File: config.mk
export PLATFORM = sky130hd
export DESIGN_NAME = reload_timer_with_round_notify_unit_flat
export DESIGN_NICKNAME = d
export VERILOG_FILES = /design/src/hw/rtl/rtnu_pkg.sv /design/src/hw/rtl/rtnu_if.sv /design/src/hw/rtl/reload_timer_with_round_notify_unit.sv /design/src/hw/rtl/rtnu_core.sv /design/src/flat_wrapper.sv
export SDC_FILE = /design/constraint.sdc
export NUM_CORES = 1
export LEC_CHECK = 0
export BUFFER_PORTS_ARGS = -buffer_cell sky130_fd_sc_hd__clkbuf_2
export CAP_MARGIN = 10
export CORE_ASPECT_RATIO = 2
export CORE_UTILIZATION = 55
export DETAILED_ROUTE_END_ITERATION = 8
export PLACE_DENSITY_LB_ADDON = 0.05
export RECOVER_POWER = 100
export SLEW_MARGIN = 10
export SYNTH_ARGS = -nofsm -noshare
export SYNTH_HDL_FRONTEND = slang
export SYNTH_SLANG_ARGS = --single-unit
File: constraint.sdc
create_clock -name clk -period 4.4 [get_ports clk]
set_input_delay 0.66 -clock clk [delete_from_list [all_inputs] [get_ports clk]]
set_output_delay 0.66 -clock clk [all_outputs]
set_load 0.01 [all_outputs]
File: src/hw/rtl/rtnu_pkg.sv
// Shared types, codes and default sizes for the reload timer with round notify.
`default_nettype none
package rtnu_pkg;

	// Default sizes
	localparam int COUNTER_BITS_DEF = 24;
	localparam int ROUND_BITS_DEF   = 8;
	localparam int DATA_BITS        = 32;

	// Request codes
	localparam logic [1:0] REQ_TICK  = 2'd0;
	localparam logic [1:0] REQ_READ  = 2'd1;
	localparam logic [1:0] REQ_WRITE = 2'd2;

	// Register addresses
	localparam logic [1:0] ADDR_CTRL    = 2'd0;
	localparam logic [1:0] ADDR_RELOAD  = 2'd1;
	localparam logic [1:0] ADDR_CURRENT = 2'd2;
	localparam logic [1:0] ADDR_NOTIFY  = 2'd3;

	// Control register bit positions
	localparam int CTRL_EN_BIT     = 0;
	localparam int CTRL_IRQ_BIT    = 1;
	localparam int CTRL_CLKSRC_BIT = 2;
	localparam int CTRL_FLAG_BIT   = 16;

	typedef struct packed {
		logic [1:0]           req_type;
		logic [1:0]           reg_addr;
		logic [DATA_BITS-1:0] write_data;
	} req_t;

	typedef struct packed {
		logic [DATA_BITS-1:0] read_data;
		logic                 irq_pulse;
		logic                 notify_pulse;
	} rsp_t;

endpackage
`default_nettype wire

File: src/hw/rtl/rtnu_if.sv
// Valid/ready channel interfaces for request and response beats.
`default_nettype none
interface rtnu_req_if;
	import rtnu_pkg::*;
	logic                 valid;
	logic                 ready;
	logic [1:0]           req_type;
	logic [1:0]           reg_addr;
	logic [DATA_BITS-1:0] write_data;

	modport source (output valid, req_type, reg_addr, write_data, input ready);
	modport sink   (input valid, req_type, reg_addr, write_data, output ready);
endinterface

interface rtnu_rsp_if;
	import rtnu_pkg::*;
	logic                 valid;
	logic                 ready;
	logic [DATA_BITS-1:0] read_data;
	logic                 irq_pulse;
	logic                 notify_pulse;

	modport source (output valid, read_data, irq_pulse, notify_pulse, input ready);
	modport sink   (input valid, read_data, irq_pulse, notify_pulse, output ready);
endinterface
`default_nettype wire

File: src/hw/rtl/reload_timer_with_round_notify_unit.sv
// Reload timer with round notify: one request beat in, one response beat out.
// Latency: a response is valid the cycle after its request is accepted.
// Throughput: one request per cycle; a held response stalls intake until taken.
// Reset: arst_n clears all timer state and the response valid; no clearing pass.
`default_nettype none
module reload_timer_with_round_notify_unit
	import rtnu_pkg::*;
#(
	parameter int COUNTER_BITS = COUNTER_BITS_DEF,
	parameter int ROUND_BITS   = ROUND_BITS_DEF
) (
	input  wire logic   clk,
	input  wire logic   arst_n,
	rtnu_req_if.sink    req,
	rtnu_rsp_if.source  rsp
);

	req_t req_in;
	rsp_t rsp_next;
	rsp_t rsp_q;
	logic rsp_valid_q;
	logic accept;

	assign req_in = '{req_type: req.req_type, reg_addr: req.reg_addr,
		write_data: req.write_data};

	// take a new beat whenever the response register is empty or draining
	assign req.ready = !rsp_valid_q || rsp.ready;
	assign accept    = req.valid && req.ready;

	rtnu_core #(
		.COUNTER_BITS(COUNTER_BITS),
		.ROUND_BITS  (ROUND_BITS)
	) u_core (
		.clk   (clk),
		.arst_n(arst_n),
		.step  (accept),
		.req   (req_in),
		.rsp   (rsp_next)
	);

	// Response valid
	always_ff @(posedge clk or negedge arst_n) begin
		if (!arst_n) begin
			rsp_valid_q <= 1'b0;
		end else if (accept) begin
			rsp_valid_q <= 1'b1;
		end else if (rsp.ready) begin
			rsp_valid_q <= 1'b0;
		end
	end

	// Response payload
	always_ff @(posedge clk) begin
		if (accept) begin
			rsp_q <= rsp_next;
		end
	end

	assign rsp.valid        = rsp_valid_q;
	assign rsp.read_data    = rsp_q.read_data;
	assign rsp.irq_pulse    = rsp_q.irq_pulse;
	assign rsp.notify_pulse = rsp_q.notify_pulse;

endmodule
`default_nettype wire

File: src/hw/rtl/rtnu_core.sv
// Timer register file, down-counter and round notification logic.
`default_nettype none
module rtnu_core
	import rtnu_pkg::*;
#(
	parameter int COUNTER_BITS = COUNTER_BITS_DEF,
	parameter int ROUND_BITS   = ROUND_BITS_DEF
) (
	input  wire logic clk,
	input  wire logic arst_n,
	input  wire logic step,
	input  wire req_t req,
	output rsp_t      rsp
);

	logic                    run_enable_q, irq_enable_q, clock_select_q, count_flag_q;
	logic [COUNTER_BITS-1:0] reload_value_q, current_value_q;
	logic                    notify_armed_q, notify_periodic_q;
	logic [ROUND_BITS-1:0]   rounds_left_q, rounds_restore_q;

	logic                    run_enable_d, irq_enable_d, clock_select_d, count_flag_d;
	logic [COUNTER_BITS-1:0] reload_value_d, current_value_d;
	logic                    notify_armed_d, notify_periodic_d;
	logic [ROUND_BITS-1:0]   rounds_left_d, rounds_restore_d;

	logic [COUNTER_BITS-1:0] cur_dec;
	logic                    wrap;

	assign cur_dec = current_value_q - COUNTER_BITS'(1);
	// counter passing from one to zero on a running tick
	assign wrap = (req.req_type == REQ_TICK) && run_enable_q
		&& (current_value_q != '0) && (cur_dec == '0);

	// Next state and response for one request
	always_comb begin
		run_enable_d      = run_enable_q;
		irq_enable_d      = irq_enable_q;
		clock_select_d    = clock_select_q;
		count_flag_d      = count_flag_q;
		reload_value_d    = reload_value_q;
		current_value_d   = current_value_q;
		notify_armed_d    = notify_armed_q;
		notify_periodic_d = notify_periodic_q;
		rounds_left_d     = rounds_left_q;
		rounds_restore_d  = rounds_restore_q;
		rsp               = '0;

		case (req.req_type)
			REQ_TICK: begin
				if (run_enable_q) begin
					if (current_value_q == '0) begin
						current_value_d = reload_value_q;
					end else begin
						current_value_d = cur_dec;
					end
				end
				if (wrap) begin
					count_flag_d  = 1'b1;
					rsp.irq_pulse = irq_enable_q;
					if (notify_armed_q) begin
						if (rounds_left_q != '0) begin
							rounds_left_d = rounds_left_q - ROUND_BITS'(1);
						end else begin
							rsp.notify_pulse = 1'b1;
							if (notify_periodic_q) begin
								rounds_left_d = rounds_restore_q;
							end else begin
								reload_value_d  = '0;
								current_value_d = '0;
								notify_armed_d  = 1'b0;
							end
						end
					end
				end
			end
			REQ_READ: begin
				case (req.reg_addr)
					ADDR_CTRL: begin
						rsp.read_data[CTRL_EN_BIT]     = run_enable_q;
						rsp.read_data[CTRL_IRQ_BIT]    = irq_enable_q;
						rsp.read_data[CTRL_CLKSRC_BIT] = clock_select_q;
						rsp.read_data[CTRL_FLAG_BIT]   = count_flag_q;
						count_flag_d = 1'b0;
					end
					ADDR_RELOAD:  rsp.read_data[COUNTER_BITS-1:0] = reload_value_q;
					ADDR_CURRENT: rsp.read_data[COUNTER_BITS-1:0] = current_value_q;
					default: begin
						rsp.read_data[ROUND_BITS-1:0] = rounds_left_q;
						rsp.read_data[ROUND_BITS]     = notify_periodic_q;
						rsp.read_data[ROUND_BITS+1]   = notify_armed_q;
					end
				endcase
			end
			REQ_WRITE: begin
				case (req.reg_addr)
					ADDR_CTRL: begin
						run_enable_d   = req.write_data[CTRL_EN_BIT];
						irq_enable_d   = req.write_data[CTRL_IRQ_BIT];
						clock_select_d = req.write_data[CTRL_CLKSRC_BIT];
					end
					ADDR_RELOAD: reload_value_d = req.write_data[COUNTER_BITS-1:0];
					ADDR_CURRENT: begin
						// any write clears the counter and the flag
						current_value_d = '0;
						count_flag_d    = 1'b0;
					end
					default: begin
						rounds_left_d     = req.write_data[ROUND_BITS-1:0];
						rounds_restore_d  = req.write_data[ROUND_BITS-1:0];
						notify_periodic_d = req.write_data[ROUND_BITS];
						notify_armed_d    = req.write_data[ROUND_BITS+1];
					end
				endcase
			end
			default: ;
		endcase
	end

	// State registers, updated on each accepted beat
	always_ff @(posedge clk or negedge arst_n) begin
		if (!arst_n) begin
			run_enable_q      <= 1'b0;
			irq_enable_q      <= 1'b0;
			clock_select_q    <= 1'b0;
			count_flag_q      <= 1'b0;
			reload_value_q    <= '0;
			current_value_q   <= '0;
			notify_armed_q    <= 1'b0;
			notify_periodic_q <= 1'b0;
			rounds_left_q     <= '0;
			rounds_restore_q  <= '0;
		end else if (step) begin
			run_enable_q      <= run_enable_d;
			irq_enable_q      <= irq_enable_d;
			clock_select_q    <= clock_select_d;
			count_flag_q      <= count_flag_d;
			reload_value_q    <= reload_value_d;
			current_value_q   <= current_value_d;
			notify_armed_q    <= notify_armed_d;
			notify_periodic_q <= notify_periodic_d;
			rounds_left_q     <= rounds_left_d;
			rounds_restore_q  <= rounds_restore_d;
		end
	end

endmodule
`default_nettype wire

File: src/flat_wrapper.sv
// flat-port wrapper written by rule: the top's interface ports become plain ports
module reload_timer_with_round_notify_unit_flat import rtnu_pkg::*;
#(
	parameter int COUNTER_BITS = COUNTER_BITS_DEF,
	parameter int ROUND_BITS   = ROUND_BITS_DEF
)
  (clk, arst_n, req_valid, req_req_type, req_reg_addr, req_write_data, req_ready, rsp_valid, rsp_read_data, rsp_irq_pulse, rsp_notify_pulse, rsp_ready);
  rtnu_req_if req_i ();
  rtnu_rsp_if rsp_i ();
  input  wire logic clk;
  input  wire logic arst_n;
  input wire logic [$bits(req_i.valid)-1:0] req_valid;
  input wire logic [$bits(req_i.req_type)-1:0] req_req_type;
  input wire logic [$bits(req_i.reg_addr)-1:0] req_reg_addr;
  input wire logic [$bits(req_i.write_data)-1:0] req_write_data;
  output wire logic [$bits(req_i.ready)-1:0] req_ready;
  output wire logic [$bits(rsp_i.valid)-1:0] rsp_valid;
  output wire logic [$bits(rsp_i.read_data)-1:0] rsp_read_data;
  output wire logic [$bits(rsp_i.irq_pulse)-1:0] rsp_irq_pulse;
  output wire logic [$bits(rsp_i.notify_pulse)-1:0] rsp_notify_pulse;
  input wire logic [$bits(rsp_i.ready)-1:0] rsp_ready;
  assign req_i.valid = req_valid;
  assign req_i.req_type = req_req_type;
  assign req_i.reg_addr = req_reg_addr;
  assign req_i.write_data = req_write_data;
  assign req_ready = req_i.ready;
  assign rsp_valid = rsp_i.valid;
  assign rsp_read_data = rsp_i.read_data;
  assign rsp_irq_pulse = rsp_i.irq_pulse;
  assign rsp_notify_pulse = rsp_i.notify_pulse;
  assign rsp_i.ready = rsp_ready;
  reload_timer_with_round_notify_unit #(.COUNTER_BITS(COUNTER_BITS), .ROUND_BITS(ROUND_BITS)) u_core (.clk(clk), .arst_n(arst_n), .req(req_i), .rsp(rsp_i));
endmodule
==> impl_results.md, run 1 <==
- Required @ worst endpoint: 4.61 ns
- Xor and xnor area share after synthesis: 1.52%
- Ant diodes: 0
- CTS tree: yes
- Hold WC Path Type: register to register
- Worst R2R Start: u_core.u_core.current_value_q[0]
- Avg Cell Area, Syn: 9.35 um^2
- GPL Wtd Cong: 0.947
- Final TNS setup: 0 ns
- Post-synthesis compound-gate area fraction: 18.5%
- Ratio of total power to cell area: 609 nW/um^2
- Synth Area in Adders: 2.60%
- Synth Area in Simple Gates: 17.9%
- Site row count: 52
- Post-synthesis mux area share: 7.80%
- Hold Path Stages: 1
- Status: complete, but fails checks
- Clk slew on worst S/H paths: 0.07 ns
- Total power: 3.86 mW
- Static Leak: 2.75 nW
- CP max FO: 12
- Overflow after GRT: 0
- Final period util: 88.1%
- Seq/Total Area, Yosys: 44.3%
- Num ports: 76
- Core area: 10100 um^2
- H-tree Lvls: 3
- Max-cap violations: 1
- Num CTS Buffers: 9
- Hold worst-path end: u_core.u_core.rounds_restore_q[2]
- CP Class: register to register
- Die Ht: 147 um
- Clock skew: 0.0127 ns
- Largest net degree at the start of global routing: 43
- Layout Nets: 714
- Main combinational cell family by area after synthesis: compound AO/OA/AOI/OAI gates
- VDD IR max: 0.396 mV
- Share of cells above drive strength 1: 13.2%
- Ys Warns: 0
- Synth async-reset ratio: 73.2%
- Sequential Area: 2560 um^2
- Tmin final: 3.87 ns
- Startpoint types: register
- # fillers: 935
- Number of setup violations in the final report: 0
- Cell count after synthesis: 618
- Vias in the first global route: 4896
- Most frequent cells in the layout: dfrtp_1 (71), nor2_1 (61), nand2_1 (50)
- Slew Limit Headroom: -56.1%
- Cells along the critical path: inv_1, ha_1, or4b_4, a2111oi_0, a211oi_1, nor4_4, nand4_1, nor3_1, o21ai_4, clkbuf_1, mux2i_1
- Core Util, Final: 62.4%
- Routed Antenna Nets: 0
- #FFs+latches synth: 97
- Postcts setup bufs: 0
- Register-to-Register Path Depth: 11
- Area of the multi-input gates: 2780 um^2
- Crit path from: u_core.u_core.current_value_q[0]
- Final Max Tran Viols: 42
- Dpl hpwl: 11500 um
- Wire per inst: 19.8 um
- Vias per cell: 6.04
- Most common cell after layout, fill and taps aside: dfrtp_1
- Main flop type after synthesis: dfrtp_1
- First-pass GRT wire length: 25100 um
- Total routed wirelength: 15900 um
- Syn Std Cell Area: 5780 um^2
- IO Port Bufs: 59
- # resized after CTS: 0
- GRT Overall Usage: 31.0%
- Hold_sp: u_core.u_core.rounds_restore_q[2]
- DRC violations left: 0
- 1st-iter DRT viols: 299
- Clock tree buffer depth: 2
- Clk_lat worst skew: 0.34 ns
- CP Capture Type: register
- CTS hold repair buffers: 0
- CP max-delay cell: or4b_4
- Final Hold Slack: 0.506 ns
- CP max stage delay: 0.51 ns
- Library cells used by synthesis: 66
- Failing checks: capacitance limit, slew limit
- RR Endpoint: u_core.u_core.reload_value_q[11]
- TritonCTS Sinks: 97
- WP data arrival: 4.08 ns
- Antenna violations before repair: 0
- Initial core utilization: 56.9%
- Via count: 4845
- Max Clk Rate: 258 MHz
- Worst-Margin Slew: 2.34 ns
- Register-to-register path setup slack: 0.53 ns
- CTS Root Cell: clkbuf_16
- Number of synthesized flops with an enable pin: 26
- Unrepaired setup endpoints after global routing: false
- Area delta synth->final: 9.68%
- Final hold vios: 0
- Die Footprint: 10900 um^2
- Die X: 74.5 um
- Drt pass-1 iters: 5
[worst max-delay path by stage]
stage	to	slack (ns)	cells past startpoint
after floorplan	u_core.u_core.rounds_left_q[0]	1.26	9
after global placement	u_core.u_core.rounds_left_q[1]	0.91	11
after detailed placement	u_core.u_core.rounds_left_q[0]	0.79	11
after CTS	u_core.u_core.rounds_left_q[0]	0.78	11
after global routing	u_core.u_core.reload_value_q[11]	0.29	11
final	u_core.u_core.reload_value_q[11]	0.53	11
[power breakdown]
group          switching, mW  internal, mW
combinational           1.01         0.679
sequential             0.304          1.13
clock                  0.354         0.388
[cell type report]
type                    instances  area share [%]
flip-flops and latches         97            40.4
well taps                     135            2.67
clock buffers                   9            3.56
clock inverters                 7           0.830
repair buffers                 78            6.10
inverters                      43            2.55
multi-input cells             433            43.9
[logic make-up after synthesis]
logic type | Yosys count
simple gates | 200
compound gates | 161
flops | 97
buf+inv | 95
mux | 42
fa+ha+maj | 12
xor+xnor | 10
other cells | 1
[flip-flops by register name, summed over array words and instances (netlist names)]
name,cells
u_core.u_core.current_value_q,24
u_core.u_core.notify_armed_q,1
u_core.u_core.run_enable_q,1
u_core.rsp.irq_pulse,1
u_core.u_core.clock_select_q,1
u_core.rsp.read_data,24
u_core.u_core.rounds_left_q,8
u_core.u_core.irq_enable_q,1
u_core.rsp.notify_pulse,1
u_core.rsp.valid,1
u_core.u_core.rounds_restore_q,8
u_core.u_core.notify_periodic_q,1
u_core.u_core.reload_value_q,24
u_core.u_core.count_flag_q,1
[per-stage QoR]
stage | worst slack, ns | std cells | instance area, um^2
4_1_cts | 0.777 | 802 | 6440
3_3_place_gp | 0.907 | 786 | 6160
5_1_grt | 0.289 | 802 | 6330
6_report | 0.525 | 802 | 6330
3_5_place_dp | 0.794 | 786 | 6160
2_1_floorplan | 1.26 | 625 | 5800
[layer usage]
layer,vias up,part of all wire [%],GRT usage [%]
met4,0,5.9,17.7
met3,51,2.8,4.39
li1,2270,-,-
met1,2390,37,33.2
met2,134,55,55.5
met5,-,0,0
[critical path, delay by kind of cell (launching register included)]
kind	cells	cell delay [ns]
compound gates	3	0.82
buf+inv	2	0.43
mux	1	0.19
flops	1	0.47
fa+ha+maj	1	0.26
simple gates	4	1.56
[cells in the mapped netlist, types with 4 or more instances]
| cell type | number | area (um^2) |
|---|---|---|
| o22ai_1 | 4 | 25.0 |
| nand2_1 | 50 | 188 |
| or4_1 | 4 | 30.0 |
| dfrtp_1 | 71 | 1780 |
| xnor2_1 | 8 | 70.1 |
| clkbuf_1 | 36 | 135 |
| inv_1 | 43 | 161 |
| nand4_1 | 5 | 31.3 |
| nor2_1 | 61 | 229 |
| a21oi_1 | 47 | 235 |
| mux2_2 | 16 | 180 |
| o21ai_0 | 39 | 195 |
| nand2b_1 | 4 | 25.0 |
| a211oi_1 | 6 | 45.0 |
| buf_6 | 4 | 45.0 |
| buf_4 | 9 | 67.6 |
| or3_1 | 4 | 25.0 |
| a22o_1 | 15 | 131 |
| nand3_1 | 14 | 70.1 |
| a22oi_1 | 24 | 180 |
| mux2i_1 | 24 | 240 |
| nor3_1 | 20 | 100 |
| and2_1 | 12 | 75.1 |
| edfxtp_1 | 26 | 781 |
| nor4_1 | 4 | 25.0 |
| ha_1 | 12 | 150 |
| a222oi_1 | 4 | 40.0 |
No activity file was read; power rests on OpenSTA's default activity.
==> run 2, diff against run 1 <==
--- a/config.mk
+++ b/config.mk
@@ -8,10 +8,12 @@
 export BUFFER_PORTS_ARGS = -buffer_cell sky130_fd_sc_hd__clkbuf_2
 export CAP_MARGIN = 10
 export CORE_ASPECT_RATIO = 2
+export CORE_MARGIN = 3
 export CORE_UTILIZATION = 55
 export DETAILED_ROUTE_END_ITERATION = 8
 export PLACE_DENSITY_LB_ADDON = 0.05
 export RECOVER_POWER = 100
+export SKIP_LAST_GASP = 1
 export SLEW_MARGIN = 10
 export SYNTH_ARGS = -nofsm -noshare
 export SYNTH_HDL_FRONTEND = slang
==> constraint.sdc (replaced) <==
create_clock -name clk -period 4.4 [get_ports clk]
set_input_delay 0.66 -clock clk [delete_from_list [all_inputs] [get_ports clk]]
set_output_delay 0.66 -clock clk [all_outputs]
set_load 0.1 [all_outputs]
==> run 2 against run 1 <==
  * The flow now finishes without violations
  * Non-clock buffer count decreased by 3
  * Count of clock-buffer cells in the layout stayed put
  * Register-to-register slack improved by 0.07 ns
  * Die area up 8.2%
  * Clock power increased by 11%
  * Maximum frequency is 1.8% higher
  * Sequential power hardly changed
  * Routed wire length shrank 1.5%
  * Power grew 5.1%
  * Global-route usage fell by 3.2 points
  * Critical path type unchanged
  * Critical endpoint is now u_core.u_core.rounds_left_q[0]
==> impl_results.md, run 2 (synthesis results as in run 1) <==
- Status: finished, final reports clean
- Number of setup violations in the final report: 0 (unchanged)
- Most common cell after layout, fill and taps aside: dfrtp_1
- Grt met1 use: 29.5% (-3.6 points)
- First-pass GRT wire length: 24900 um (-0.82%)
- CP Class: register to register
- VDD IR max: 0.379 mV (-4.3%)
- Sequential Area: 2560 um^2 (unchanged)
- Final period util: 86.5% (-1.5 points)
- Max Clk Rate: 263 MHz (+1.8%)
- Area delta synth->final: 10.3%
- Share of cells above drive strength 1: 13.3% (+0.060 points)
- Vias per cell: 5.99 (-0.87%)
- CTS tree: yes
- Tmin final: 3.81 ns (-0.0673 ns)
- H-tree Lvls: 3 (unchanged)
- Overflow after GRT: 0 (unchanged)
- Static Leak: 2.77 nW (+0.53%)
- Num ports: 76 (unchanged)
- Required @ worst endpoint: 4.68 ns (+0.07 ns)
- Final Max Tran Viols: 0 (-100%)
- Startpoint types: register
- # resized after CTS: 0 (unchanged)
- Die Footprint: 11800 um^2 (+8.2%)
- Total routed wirelength: 15600 um (-1.5%)
- Pre-CTS worst setup slack: 0.754 ns (-0.0398 ns)
- CTS hold repair buffers: 0 (unchanged)
- Cells along the critical path: inv_1, ha_1, or4b_1, a2111oi_0, a211oi_1, nor4_4, nand4_1, o41ai_4, buf_4, and2_1, mux2i_1
- Largest net degree at the start of global routing: 47 (+9.3%)
- Dpl hpwl: 11400 um (-0.71%)
- Worst-Margin Slew: 1.42 ns (-0.918 ns)
- Total power: 4.05 mW (+5.1%)
- Antenna violations before repair: 0 (unchanged)
- Num CTS Buffers: 9 (unchanged)
- # fillers: 927 (-0.86%)
- Via count: 4785 (-1.2%)
- Busiest layer in global routing: met2
- Area of the multi-input gates: 2800 um^2 (+0.72%)
- Die Ht: 151 um (+2.7%)
- CP max stage delay: 0.53 ns (+0.02 ns)
- Drt pass-1 iters: 5 (unchanged)
- Die X: 78.5 um (+5.4%)
- Clk slew on worst S/H paths: 0.07 ns (about the same)
- Int Pwr: 2.24 mW (+2.0%)
- DRC violations left: 0 (unchanged)
- WP data arrival: 4.09 ns (about the same)
- Core Util, Final: 62.4% (about the same)
- Switch Pwr: 1.82 mW (+9.1%)
- Ant diodes: 0 (unchanged)
- CP Capture Type: register
- Final hold vios: 0 (unchanged)
- 1st-iter DRT viols: 362 (+21%)
- Most frequent cells in the layout: dfrtp_1 (71), nor2_1 (61), nand2_1 (50)
- CP max-delay cell: or4b_1
- Core area: 10200 um^2 (+0.64%)
- Worst setup slack after layout: 0.593 ns (+0.0673 ns)
- Final TNS setup: 0 ns (unchanged)
- Routed Antenna Nets: 0 (unchanged)
- Ratio of total power to cell area: 636 nW/um^2 (+4.5%)
- Clock power share: 20.3% (+1.1 points)
- Site row count: 52 (unchanged)
- Reg power frac: 35.2% (-1.9 points)
- Layout Nets: 711 (-0.42%)
- Postcts setup bufs: 0 (unchanged)
- Net Sw Frac: 44.8% (+1.7 points)
- Slew Limit Headroom: 5.05% (+61 points)
- Clock tree buffer depth: 2 (unchanged)
- GPL Wtd Cong: 0.911 (-3.9%)
- Vias in the first global route: 4850 (-0.94%)
- Hold WC Path Type: input pin to register
- Comb pwr share: 44.5% (+0.8 points)
- Wire per inst: 19.6 um (-1.1%)
- CTS Root Cell: clkbuf_16
- GRT Overall Usage: 27.8% (-3.2 points)
- CP max FO: 8 (-4)
- IO Port Bufs: 59 (unchanged)
- Initial core utilization: 56.5% (-0.36 points)
- Clk_lat worst skew: 0.36 ns (+0.02 ns)
- Unrepaired setup endpoints after global routing: false
- Grt met2 use: 52.4% (-3.0 points)
- GRT met3 Usage: 3.45% (-0.94 points)
- Clock skew: 0.0123 ns (-0.000404 ns)
- TritonCTS Sinks: 97 (unchanged)
- Max-cap violations: 0 (-1)
## run 2: layout make-up
type | instances | share of cell area, %
multi-input cells | 433 | 44.0
flip-flops and latches | 97 | 40.1
repair buffers | 75 | 5.77
clock buffers | 9 | 3.53
well taps | 135 | 2.65
inverters | 43 | 2.53
clock inverters | 7 | 1.37
## run 2: path summary, 6_finish.rpt
check                                                  start                                end  slack [ns]  depth (start not counted)
max                         u_core.u_core.current_value_q[0]     u_core.u_core.rounds_left_q[0]        0.59                         11
max in group asynchronous                             arst_n  u_core.u_core.rounds_restore_q[7]        1.94                          2
min in group asynchronous                             arst_n   u_core.u_core.reload_value_q[18]        0.63                          1
max reg2reg                 u_core.u_core.current_value_q[0]     u_core.u_core.rounds_left_q[0]        0.59                         11
min reg2reg                u_core.u_core.rounds_restore_q[6]  u_core.u_core.rounds_restore_q[6]        0.51                          1
min                                                req_valid                   u_core.rsp.valid        0.51                          2
## run 2: routing by layer
metal  part of all wire, %  vias to the layer above
met3                   3.4                       36
met5                     0                        -
met1                    36                     2321
li1                      -                     2276
met2                    57                      152
met4                   4.0                        0
## run 2: stage by stage
| stage | instances | cell area, um^2 | hold slack (ns) |
|---|---|---|---|
| CTS | 799 | 6450 | 0.327 |
| floorplan | 625 | 5800 | 0.364 |
| global route | 799 | 6370 | 0.514 |
| global placement | 783 | 6140 | 0.483 |
| finish | 799 | 6370 | 0.508 |
| detailed placement | 783 | 6140 | 0.490 |
## run 2: worst max-delay path: cells and delay by family (launching register included)
| kind | cells | cell delay, ns |
|---|---|---|
| buffers and inverters | 2 | 0.33 |
| adder cells (fa/ha/maj) | 1 | 0.28 |
| AO/OA/AOI/OAI | 3 | 0.93 |
| multiplexers | 1 | 0.22 |
| AND/OR/NAND/NOR | 4 | 1.49 |
| flip-flops | 1 | 0.48 |
## run 2: power groups by stage
stage	combinational, mW	sequential, mW	clock [mW]
after floorplan	1.37	1.37	0
after global placement	1.77	1.43	0
after detailed placement	1.82	1.43	0
after CTS	1.83	1.42	0.827
after global routing	1.99	1.46	0.870
final	1.81	1.43	0.823
==> run 3, diff against run 2 <==
--- a/config.mk
+++ b/config.mk
@@ -5,12 +5,12 @@
 export SDC_FILE = /design/constraint.sdc
 export NUM_CORES = 1
 export LEC_CHECK = 0
-export BUFFER_PORTS_ARGS = -buffer_cell sky130_fd_sc_hd__clkbuf_2
 export CAP_MARGIN = 10
 export CORE_ASPECT_RATIO = 2
 export CORE_MARGIN = 3
-export CORE_UTILIZATION = 55
+export CORE_UTILIZATION = 64
 export DETAILED_ROUTE_END_ITERATION = 8
+export DONT_BUFFER_PORTS = 1
 export PLACE_DENSITY_LB_ADDON = 0.05
 export RECOVER_POWER = 100
 export SKIP_LAST_GASP = 1
==> run 3 against run 2 <==
  * The run now ends with capacitance limit, slew limit left
  * Largest power group unchanged
  * Flip-flop and latch count unchanged
  * Clock power decreased by 7.0%
  * Worst hold slack got worse by 0.51 ns
  * Design area decreased by 4.8%
  * Via count decreased by 1.3%
  * Highest routed layer unchanged
==> impl_results.md, run 3 (synthesis results as in run 1) <==
- Worst-Margin Slew: 2.93 ns (+1.50 ns)
- WP data arrival: 4.12 ns (+0.03 ns)
- 1st-iter DRT viols: 319 (-12%)
- Die Ht: 140 um (-7.0%)
- CP max stage delay: 0.54 ns (about the same)
- Via count: 4724 (-1.3%)
- CP max-delay cell: or4b_1
- Most frequent cells in the layout: dfrtp_1 (71), nor2_1 (61), nand2_1 (50)
- Clock tree buffer depth: 2 (unchanged)
- Required @ worst endpoint: 4.67 ns (about the same)
- Crit path from: u_core.u_core.current_value_q[0]
- TritonCTS Sinks: 97 (unchanged)
- Placed Instances: 693 (-11%)
- Most common cell after layout, fill and taps aside: dfrtp_1
- Area delta synth->final: 5.05%
- Vias per cell: 6.63 (+11%)
- Drt pass-1 iters: 5 (unchanged)
- DRC violations left: 0 (unchanged)
- Unrepaired setup endpoints after global routing: false
- Ant diodes: 0 (unchanged)
- # fillers: 699 (-25%)
- Num CTS Buffers: 9 (unchanged)
- Startpoint types: register
- Max-cap violations: 1 (+1)
- Ratio of total power to cell area: 657 nW/um^2 (+3.2%)
- Total routed wirelength: 15500 um (-0.91%)
- Vias in the first global route: 4959 (+2.2%)
- First-pass GRT wire length: 24400 um (-2.0%)
- Wire per inst: 21.8 um (+11%)
- Final TNS setup: 0 ns (unchanged)
- CP max FO: 8 (unchanged)
- Site row count: 48 (-7.7%)
- Share of cells above drive strength 1: 9.64% (-3.6 points)
- Final period util: 87.4% (+0.84 points)
- Placed cell area: 5830 um^2 (-5.0%)
- Layout Nets: 659 (-7.3%)
- CP Capture Type: register
- Static Leak: 2.62 nW (-5.3%)
- Routed Antenna Nets: 0 (unchanged)
- Largest net degree at the start of global routing: 52 (+11%)
- Num ports: 76 (unchanged)
- Post-Layout Cell Count: 712 (-11%)
- Pre-CTS worst setup slack: 0.880 ns (+0.126 ns)
- CTS Root Cell: clkbuf_16
- Die X: 73.2 um (-6.7%)
- Largest delay share family, worst path: simple AND/OR/NAND/NOR gates
- Final Max Tran Viols: 52 (+52)
- Core Util, Final: 69.7% (+7.3 points)
- Initial core utilization: 66.3% (+9.8 points)
- Register-to-register path setup slack: 0.56 ns (-0.04 ns)
- Setup crit end: u_core.u_core.rounds_left_q[6]
- IO Port Bufs: 0 (-100%)
- Hold WC Path Type: input pin to async pin
- Dpl hpwl: 10900 um (-4.0%)
- Worst Path Buf+Inv: 2 (unchanged)
- Slew Limit Headroom: -95.3% (-100 points)
- Core area: 8710 um^2 (-15%)
- Clk_lat worst skew: 0.36 ns (about the same)
- Tmin final: 3.84 ns (+0.0368 ns)
- Total power: 3.99 mW (-1.7%)
- RR Endpoint: u_core.u_core.rounds_left_q[6]
- Max Clk Rate: 260 MHz (-0.96%)
- VDD IR max: 0.352 mV (-7.1%)
- Cells along the critical path: inv_1, ha_1, or4b_1, a2111oi_0, a211oi_1, nor4_4, nand4_1, o41ai_1, clkbuf_1, nand2_1, o2bb2ai_1
- Status: complete, but fails checks
- Number of setup violations in the final report: 0 (unchanged)
- GPL Wtd Cong: 0.942 (+3.4%)
- Worst setup slack after layout: 0.556 ns (-0.0368 ns)
- Final instance area: 6070 um^2 (-4.8%)
- CP Depth: 11 (unchanged)
- Final Hold Slack: 0.00284 ns (-0.505 ns)
- Die Footprint: 10300 um^2 (-13%)
- Clock skew: 0.0132 ns (+0.000865 ns)
- Clk slew on worst S/H paths: 0.07 ns (about the same)
- H-tree Lvls: 3 (unchanged)
- Antenna violations before repair: 0 (unchanged)
- Register-to-Register Path Depth: 11 (unchanged)
- Overflow after GRT: 0 (unchanged)
- GRT Overall Usage: 31.5% (+3.7 points)
- CTS tree: yes
- Failing checks: capacitance limit, slew limit
- Worst R2R Start: u_core.u_core.current_value_q[0]
- Postcts setup bufs: 0 (unchanged)
- CP Class: register to register
- # resized after CTS: 0 (unchanged)
- Final hold vios: 0 (unchanged)
-- run 3: cell types whose count changed in the layout (fill, tap and decap cells not counted), moves of 2 or more --
cell           previous run  this run
buf_4                    13        16
clkbuf_2                 30         0
clkbuf_1                 32         5
dlygate4sd3_1             0         2
-- run 3: worst min path at each step --
stage / end / slack, ns / from
final: u_core.u_core.current_value_q[22] / 0.003 / arst_n
after global routing: u_core.u_core.current_value_q[22] / 0.00007 / arst_n
after CTS: u_core.u_core.reload_value_q[17] / 0.002 / arst_n
after detailed placement: u_core.u_core.reload_value_q[21] / 0.37 / arst_n
after global placement: u_core.u_core.reload_value_q[21] / 0.37 / arst_n
after floorplan: u_core.rsp.valid / 0.36 / arst_n
-- run 3: layout make-up --
type,instances,area [um^2],area share [%]
clock buffers,9,225,3.71
clock inverters,7,61.3,1.01
multi-input cells,433,2780,45.8
repair buffers,23,159,2.62
well taps,100,125,2.06
flip-flops and latches,97,2560,42.2
inverters,43,161,2.66
-- run 3: power by group --
| part | internal [mW] | total, mW | switching (mW) |
|---|---|---|---|
| combinational | 0.660 | 1.69 | 1.03 |
| clock | 0.394 | 0.765 | 0.371 |
| sequential | 1.13 | 1.53 | 0.401 |
| total | 2.18 | 3.99 | 1.80 |
-- run 3: worst register-to-register path, stage by stage (launching register included) --
cell       delay (ns)
dfrtp_1          0.47
inv_1            0.12
ha_1             0.28
or4b_1           0.54
a2111oi_0        0.46
a211oi_1         0.14
nor4_4           0.31
nand4_1          0.31
o41ai_1          0.42
clkbuf_1         0.37
nand2_1          0.17
o2bb2ai_1        0.18
-- run 3: timing repair --
action                                  in CTS  in global routing
endpoints found under the setup margin       0                  0
hold endpoints to repair                    51                  6
hold buffers                                 2                  1
-- run 3: layer usage --
| layer | track usage (%) | wire length [um] |
|---|---|---|
| met5 | 0 | 0 |
| met2 | 54.9 | 8280 |
| met3 | 5.32 | 555 |
| met1 | 32.5 | 5550 |
| met4 | 22.7 | 1110 |
